==> src/design/cds_pkg.sv <==
// Shared types, codes and helper functions for the calendar date stepper.
// No dependencies; every other design file refers to it by scoped names.
package cds_pkg;

  localparam logic [13:0] YEAR_MAX    = 14'd9999;
  localparam logic [15:0] DIV25_RECIP = 16'd41944;

  typedef enum logic [1:0] {
    OP_INC  = 2'd0,
    OP_DEC  = 2'd1,
    OP_LOAD = 2'd2,
    OP_CMP  = 2'd3
  } op_t;

  typedef enum logic [1:0] {
    STAT_OK      = 2'd0,
    STAT_INVALID = 2'd1,
    STAT_LIMIT   = 2'd2
  } status_t;

  localparam logic signed [1:0] ORD_EQ = 2'sd0;
  localparam logic signed [1:0] ORD_GT = 2'sd1;
  localparam logic signed [1:0] ORD_LT = -2'sd1;

  typedef struct packed {
    op_t         op;
    logic [13:0] load_year;
    logic [3:0]  load_month;
    logic [4:0]  load_day;
  } item_t;

  typedef struct packed {
    logic [13:0]        year;
    logic [3:0]         month;
    logic [4:0]         day;
    logic               leap;
    status_t            status;
    logic signed [1:0]  order;
  } result_t;

  // y % 25 by reciprocal multiply, exact for all 14-bit values
  function automatic logic is_leap(input logic [13:0] y);
    logic [29:0] prod;
    logic [9:0]  quo;
    logic [13:0] rem;
    prod = 30'(y) * 30'(DIV25_RECIP);
    quo  = prod[29:20];
    rem  = y - (14'({quo, 4'b0000}) + 14'({quo, 3'b000}) + 14'(quo));
    return (y[1:0] == 2'b00) && ((rem != 14'd0) || (y[3:0] == 4'b0000));
  endfunction

  function automatic logic [4:0] month_len(input logic leap, input logic [3:0] m);
    logic [4:0] len;
    case (m)
      4'd1, 4'd3, 4'd5, 4'd7, 4'd8, 4'd10, 4'd12: len = 5'd31;
      4'd4, 4'd6, 4'd9, 4'd11:                    len = 5'd30;
      4'd2:                                       len = leap ? 5'd29 : 5'd28;
      default:                                    len = 5'd0;
    endcase
    return len;
  endfunction

endpackage

==> src/design/cds_input_reg.sv <==
// Input register of the date stepper: holds one accepted command.
// Depends on cds_pkg for the item type.
module cds_input_reg (
  input  logic           clk,
  input  logic           rst,
  input  logic           in_valid,
  output logic           in_ready,
  input  cds_pkg::item_t in_item,
  output logic           held_valid,
  output cds_pkg::item_t held_item,
  input  logic           take
);

  assign in_ready = !held_valid || take;

  always_ff @(posedge clk) begin
    if (rst) begin
      held_valid <= 1'b0;
    end else if (in_ready) begin
      held_valid <= in_valid;
    end
  end

  always_ff @(posedge clk) begin
    if (in_valid && in_ready) begin
      held_item <= in_item;
    end
  end

endmodule

==> src/design/cds_date_unit.sv <==
// Stored date and the single-pass step, load and compare logic.
// Depends on cds_pkg for types, codes, leap rule and month lengths.
module cds_date_unit (
  input  logic             clk,
  input  logic             rst,
  input  logic             fire,
  input  cds_pkg::item_t   item,
  output cds_pkg::result_t result
);

  logic [13:0]       year, year_next;
  logic [3:0]        month, month_next;
  logic [4:0]        day, day_next;
  logic              leap;
  logic              load_leap;
  logic [4:0]        cur_len;
  logic [4:0]        prev_len;
  logic [4:0]        load_len;
  logic [3:0]        month_prev;
  cds_pkg::status_t  status;
  logic signed [1:0] order;

  always_ff @(posedge clk) begin
    if (rst) begin
      year  <= 14'd0;
      month <= 4'd1;
      day   <= 5'd1;
      leap  <= 1'b1;
    end else if (fire) begin
      year  <= year_next;
      month <= month_next;
      day   <= day_next;
      leap  <= result.leap;
    end
  end

  assign load_leap  = cds_pkg::is_leap(item.load_year);
  assign cur_len    = cds_pkg::month_len(leap, month);
  assign month_prev = 4'(month - 4'd1);
  assign prev_len   = cds_pkg::month_len(leap, month_prev);
  assign load_len   = cds_pkg::month_len(load_leap, item.load_month);

  always_comb begin
    year_next  = year;
    month_next = month;
    day_next   = day;
    status     = cds_pkg::STAT_OK;
    order      = cds_pkg::ORD_EQ;
    case (item.op)
      cds_pkg::OP_INC: begin
        if (year == cds_pkg::YEAR_MAX && month == 4'd12 && day == 5'd31) begin
          status = cds_pkg::STAT_LIMIT;
        end else if (day >= cur_len) begin
          day_next = 5'd1;
          if (month >= 4'd12) begin
            month_next = 4'd1;
            year_next  = 14'(year + 14'd1);
          end else begin
            month_next = 4'(month + 4'd1);
          end
        end else begin
          day_next = 5'(day + 5'd1);
        end
      end
      cds_pkg::OP_DEC: begin
        if (year == 14'd0 && month == 4'd1 && day == 5'd1) begin
          status = cds_pkg::STAT_LIMIT;
        end else if (day <= 5'd1) begin
          if (month <= 4'd1) begin
            month_next = 4'd12;
            year_next  = 14'(year - 14'd1);
            day_next   = 5'd31;
          end else begin
            month_next = month_prev;
            day_next   = prev_len;
          end
        end else begin
          day_next = 5'(day - 5'd1);
        end
      end
      cds_pkg::OP_LOAD: begin
        if (item.load_year <= cds_pkg::YEAR_MAX && item.load_month inside {[4'd1:4'd12]} &&
            item.load_day >= 5'd1 && item.load_day <= load_len) begin
          year_next  = item.load_year;
          month_next = item.load_month;
          day_next   = item.load_day;
        end else begin
          status = cds_pkg::STAT_INVALID;
        end
      end
      cds_pkg::OP_CMP: begin
        if (year != item.load_year) begin
          order = (year > item.load_year) ? cds_pkg::ORD_GT : cds_pkg::ORD_LT;
        end else if (month != item.load_month) begin
          order = (month > item.load_month) ? cds_pkg::ORD_GT : cds_pkg::ORD_LT;
        end else if (day != item.load_day) begin
          order = (day > item.load_day) ? cds_pkg::ORD_GT : cds_pkg::ORD_LT;
        end
      end
      default: begin
        status = cds_pkg::STAT_OK;
      end
    endcase
  end

  always_comb begin
    result.year   = year_next;
    result.month  = month_next;
    result.day    = day_next;
    result.leap   = (year_next == year) ? leap : cds_pkg::is_leap(year_next);
    result.status = status;
    result.order  = order;
  end

endmodule

==> src/design/cds_output_reg.sv <==
// Result register of the date stepper: holds one finished result for the sink.
// Depends on cds_pkg for the result type.
module cds_output_reg (
  input  logic             clk,
  input  logic             rst,
  input  logic             load,
  input  cds_pkg::result_t load_result,
  output logic             space,
  output logic             out_valid,
  input  logic             out_ready,
  output cds_pkg::result_t out_result
);

  assign space = !out_valid || out_ready;

  always_ff @(posedge clk) begin
    if (rst) begin
      out_valid <= 1'b0;
    end else if (load) begin
      out_valid <= 1'b1;
    end else if (out_ready) begin
      out_valid <= 1'b0;
    end
  end

  always_ff @(posedge clk) begin
    if (load) begin
      out_result <= load_result;
    end
  end

endmodule

==> src/design/calendar_date_stepper.sv <==
// Top level of the calendar date stepper: stream ports, input and result registers.
// Depends on cds_pkg, cds_input_reg, cds_date_unit and cds_output_reg.
//
//   channel   direction  content
//   s_*       in         command: tuser = op, tdata = date to load or compare
//   m_*       out        stored date, leap flag, status and compare order
//
// One command per cycle sustained while the sink accepts; a held command is stepped and
// loaded into the result register once that register has space. The stored date register
// is the only loop. Reset sets the date to 0000-01-01 and empties both registers.
// A stalled sink holds the result register and then the input register.
module calendar_date_stepper (
  input  logic        clk,
  input  logic        rst,
  input  logic        s_tvalid,
  output logic        s_tready,
  input  logic [23:0] s_tdata,  // load_year[13:0], load_month[17:14], load_day[22:18], zero
  input  logic [1:0]  s_tuser,  // op[1:0]
  output logic        m_tvalid,
  input  logic        m_tready,
  output logic [31:0] m_tdata   // year, month, day, leap, status, order, zero fill
);

  cds_pkg::item_t   in_item;
  cds_pkg::item_t   held_item;
  cds_pkg::result_t step_result;
  cds_pkg::result_t out_result;
  logic             held_valid;
  logic             space;
  logic             advance;

  always_comb begin
    in_item.op         = cds_pkg::op_t'(s_tuser);
    in_item.load_year  = s_tdata[13:0];
    in_item.load_month = s_tdata[17:14];
    in_item.load_day   = s_tdata[22:18];
  end

  assign advance = held_valid && space;

  cds_input_reg u_input_reg (
    .clk        (clk),
    .rst        (rst),
    .in_valid   (s_tvalid),
    .in_ready   (s_tready),
    .in_item    (in_item),
    .held_valid (held_valid),
    .held_item  (held_item),
    .take       (advance)
  );

  cds_date_unit u_date_unit (
    .clk    (clk),
    .rst    (rst),
    .fire   (advance),
    .item   (held_item),
    .result (step_result)
  );

  cds_output_reg u_output_reg (
    .clk         (clk),
    .rst         (rst),
    .load        (advance),
    .load_result (step_result),
    .space       (space),
    .out_valid   (m_tvalid),
    .out_ready   (m_tready),
    .out_result  (out_result)
  );

  assign m_tdata = {4'b0000, out_result.order, out_result.status, out_result.leap,
                    out_result.day, out_result.month, out_result.year};

endmodule

==> config.mk <==
export PLATFORM = sky130hd
export DESIGN_NAME = calendar_date_stepper
export DESIGN_NICKNAME = d
export VERILOG_FILES = /design/src/design/cds_pkg.sv /design/src/design/cds_input_reg.sv /design/src/design/cds_date_unit.sv /design/src/design/cds_output_reg.sv /design/src/design/calendar_date_stepper.sv
export SDC_FILE = /design/constraint.sdc
export NUM_CORES = 1
export LEC_CHECK = 0
export BUFFER_PORTS_ARGS = -buffer_cell sky130_fd_sc_hd__buf_2
export CORE_AREA = 2 2 155 157
export DETAILED_ROUTE_END_ITERATION = 16
export DIE_AREA = 0 0 157 159
export GPL_TIMING_DRIVEN = 0
export HOLD_SLACK_MARGIN = 0.12
export PLACE_DENSITY = 0.87
export SYNTH_ARGS = -nofsm -noshare
export SYNTH_HDL_FRONTEND = slang
export SYNTH_SLANG_ARGS = --single-unit
==> constraint.sdc <==
create_clock -name clk -period 38.1 [get_ports clk]
set_input_delay 7.62 -clock clk [delete_from_list [all_inputs] [get_ports clk]]
set_output_delay 7.62 -clock clk [all_outputs]
set_load 0.05 [all_outputs]
==> impl_metrics.env <==
export IMPL_dpl_instance_area_sq_um=15600
export IMPL_hold_path_class="flip-flop to flip-flop"
export IMPL_insertion_delay_ns=0.35
export IMPL_rsz0062_at_grt="no"
export IMPL_die_area_sq_um=25000
export IMPL_crit_arrival_ns=21.87
export IMPL_cts_clk_slew_worst_paths_ns=0.07
export IMPL_worstPathMaxFanout=10
export IMPL_synth_edf_count=53
export IMPL_gp_congestion=1.05
export IMPL_dpl_hpwl_um=35100
export IMPL_worstPathRequired_ns=38.21
export IMPL_finalSetupViolCount=0
export IMPL_ctsResizeCount=0
export IMPL_yosysTopAreaCell="ha_1"
export IMPL_first_global_vias=13400
export IMPL_wl_per_cell_um=21.3
export IMPL_drtIter0Drc=931
export IMPL_cp_end_kind="flip-flop"
export IMPL_die_h_um=159
export IMPL_numCtsBuffers=9
export IMPL_drv_slew=0
export IMPL_track_usage_pct=35.7
export IMPL_slew_limit_headroom_pct=8.62
export IMPL_fin_area_sq_um=15900
export IMPL_status="complete, no violations"
export IMPL_finalWirelength_um=43400
export IMPL_root_buffer="clkbuf_16"
export IMPL_vias=12700
export IMPL_worstSetupStartpointType="flip-flop"
export IMPL_fin_skew_ns=0.0129
export IMPL_synth_cells=1636
export IMPL_fin_ws_ns=16.33
export IMPL_drive_above_1_share_pct=6.48
export IMPL_layoutNonFillerInstCount=2033
export IMPL_die_x_um=157
export IMPL_viasPerCell=6.26
export IMPL_synth_cell_types=83
export IMPL_ant_nets=0
export IMPL_drt_pass1_iter_count=6
export IMPL_core_region_area_sq_um=23200
export IMPL_cts_buffer_depth=2
export IMPL_overflow=0
export IMPL_ys_ff_latch=79
export IMPL_hold_buffers=0
export IMPL_grt_pass1_wl_um=69300
export IMPL_cap_violations=0
export IMPL_final_hold_viol_count=0
export IMPL_critPathMaxStageDelay_ns=0.84
export IMPL_nNetsFinal=2175
export IMPL_synth_area_per_cell_sq_um=9.06
export IMPL_max_freq_mhz=45.9
export IMPL_timing_setup_tns_ns=0
export IMPL_crit_slowest_cell="a2bb2oi_1"
export IMPL_synthArstFlopShare_pct=0
export IMPL_netlist_top_cells_area="ha_1 25%, fa_1 19%, edfxtp_1 11%"
export IMPL_post_cts_buffers=0
export IMPL_dp_slack_ns=16.65
export IMPL_period_share_pct=57.1
export IMPL_period_minus_slack_ns=21.77
export IMPL_synth_commonest_cells="295 x inv_1, 293 x ha_1, 143 x fa_1, 93 x a21oi_1, 83 x nor2_1"
export IMPL_synth_top_area_share_pct=24.7
export IMPL_grt_antenna_before_repair=0
export IMPL_path_class="flip-flop to flip-flop"
export IMPL_grt_max_degree=26
export IMPL_synth_most_common_cell="inv_1"
export IMPL_synth_yosys_seq_area_share_pct=14.2
export IMPL_clock_sinks=79
export IMPL_start_util_pct=63.9
export IMPL_tightest_slew_ns=1.36
export IMPL_area_growth_pct=6.93
export IMPL_dp_cells=2017
export IMPL_cpMostUsedCell="inv_1"
export IMPL_num_antenna_cells=0
export IMPL_htree_levels=3
export IMPL_cts_tree="done"
export IMPL_ys_warn_count=0
export IMPL_netlist_area_sq_um=14800
export IMPL_io_pin_count=64
export IMPL_synth_main_ff_cell="edfxtp_1"
export IMPL_num_rows=56
export IMPL_drc_errors=0
export IMPL_io_buffers=57
[flip-flops by register name (all words and copies together) (netlist names)]
register                 cells
u_date_unit.leap             1
u_input_reg.held_item       25
u_date_unit.month            4
u_output_reg.out_result     28
u_date_unit.year            14
u_input_reg.held_valid       1
u_date_unit.day              5
u_output_reg.out_valid       1
[worst paths after layout]
kind / startpoint / endpoint / slack [ns] / cells after the start
worst max-delay path: u_input_reg.held_item[16]$_DFFE_PP_ / u_output_reg.out_result[4]$_DFFE_PP_ / 16.33 / 81
worst min-delay path: u_input_reg.held_valid$_SDFFE_PP0N_ / u_output_reg.out_valid$_SDFFE_PP0P_ / 0.53 / 2
worst max register to register: u_input_reg.held_item[16]$_DFFE_PP_ / u_output_reg.out_result[4]$_DFFE_PP_ / 16.33 / 81
worst min register to register: u_input_reg.held_valid$_SDFFE_PP0N_ / u_output_reg.out_valid$_SDFFE_PP0P_ / 0.53 / 2
[cells by family (layout without fill, tap and decap cells)]
kind of cell / Yosys count / after routing / synth area share (%)
compound gates: 354 / 354 / 16.4
xor+xnor: 66 / 66 / 3.90
fa+ha+maj: 436 / 436 / 44.0
buf+inv: 345 / 420 / 8.96
flops: 79 / 79 / 14.2
mux: 11 / 11 / 0.785
other cells: 1 / 4 / 0.0253
simple gates: 344 / 344 / 11.6
[worst max-delay path: cells and delay by family (launching register included)]
kind            cells  cell delay (ns)
xor+xnor            4             1.20
flops               1             0.73
simple gates       11             2.04
mux                 1             0.29
compound gates     32             7.98
buf+inv            14             2.11
fa+ha+maj          19             7.12
[layout make-up]
cell class	instances	area (sq um)
multi-input combinational	1215	11400
inverter	296	1110
tap	319	399
clock inverter	7	56.3
sequential	79	2110
timing repair buffer	59	313
clock buffer	9	225
buffer	49	219
fill	1829	7340
[layout by cell type (no fill, tap or decap), types with 12 or more instances in the layout]
| master | netlist | routed |
|---|---|---|
| a31oi_1 | 18 | 18 |
| a21oi_1 | 93 | 93 |
| a21o_1 | 28 | 28 |
| nand4_1 | 24 | 24 |
| nand2_1 | 81 | 81 |
| nand3_1 | 32 | 32 |
| nand2b_1 | 13 | 13 |
| inv_1 | 295 | 295 |
| edfxtp_1 | 53 | 53 |
| nor3_1 | 31 | 30 |
| xor2_1 | 21 | 21 |
| ha_1 | 293 | 293 |
| dfxtp_1 | 26 | 26 |
| o21a_1 | 19 | 19 |
| buf_2 | 3 | 60 |
| nor4_1 | 12 | 12 |
| xnor2_1 | 45 | 45 |
| nor2_1 | 83 | 83 |
| a211oi_1 | 16 | 16 |
| clkbuf_1 | 40 | 39 |
| o21ai_0 | 49 | 49 |
| fa_1 | 143 | 143 |
[through the flow]
stage               hold WS, ns  util, %
floorplan                 0.487        -
global placement          0.512     66.9
detailed placement        0.517     67.2
CTS                       0.536     68.4
global route              0.577     68.4
finish                    0.533     68.4
[metal layers]
| metal | wire [um] | up-vias | GRT usage, % | share of wire (%) |
|---|---|---|---|---|
| li1 | - | 5845 | - | - |
| met1 | 16200 | 6163 | 41.9 | 37 |
| met2 | 21700 | 556 | 62.9 | 50 |
| met3 | 2920 | 167 | 4.98 | 6.7 |
| met4 | 2510 | 0 | 18.7 | 5.8 |
| met5 | 0 | - | 0 | 0 |
Power is not shown: default switching activity piles up to over one toggle a cycle in this logic, so the estimate is an artifact.
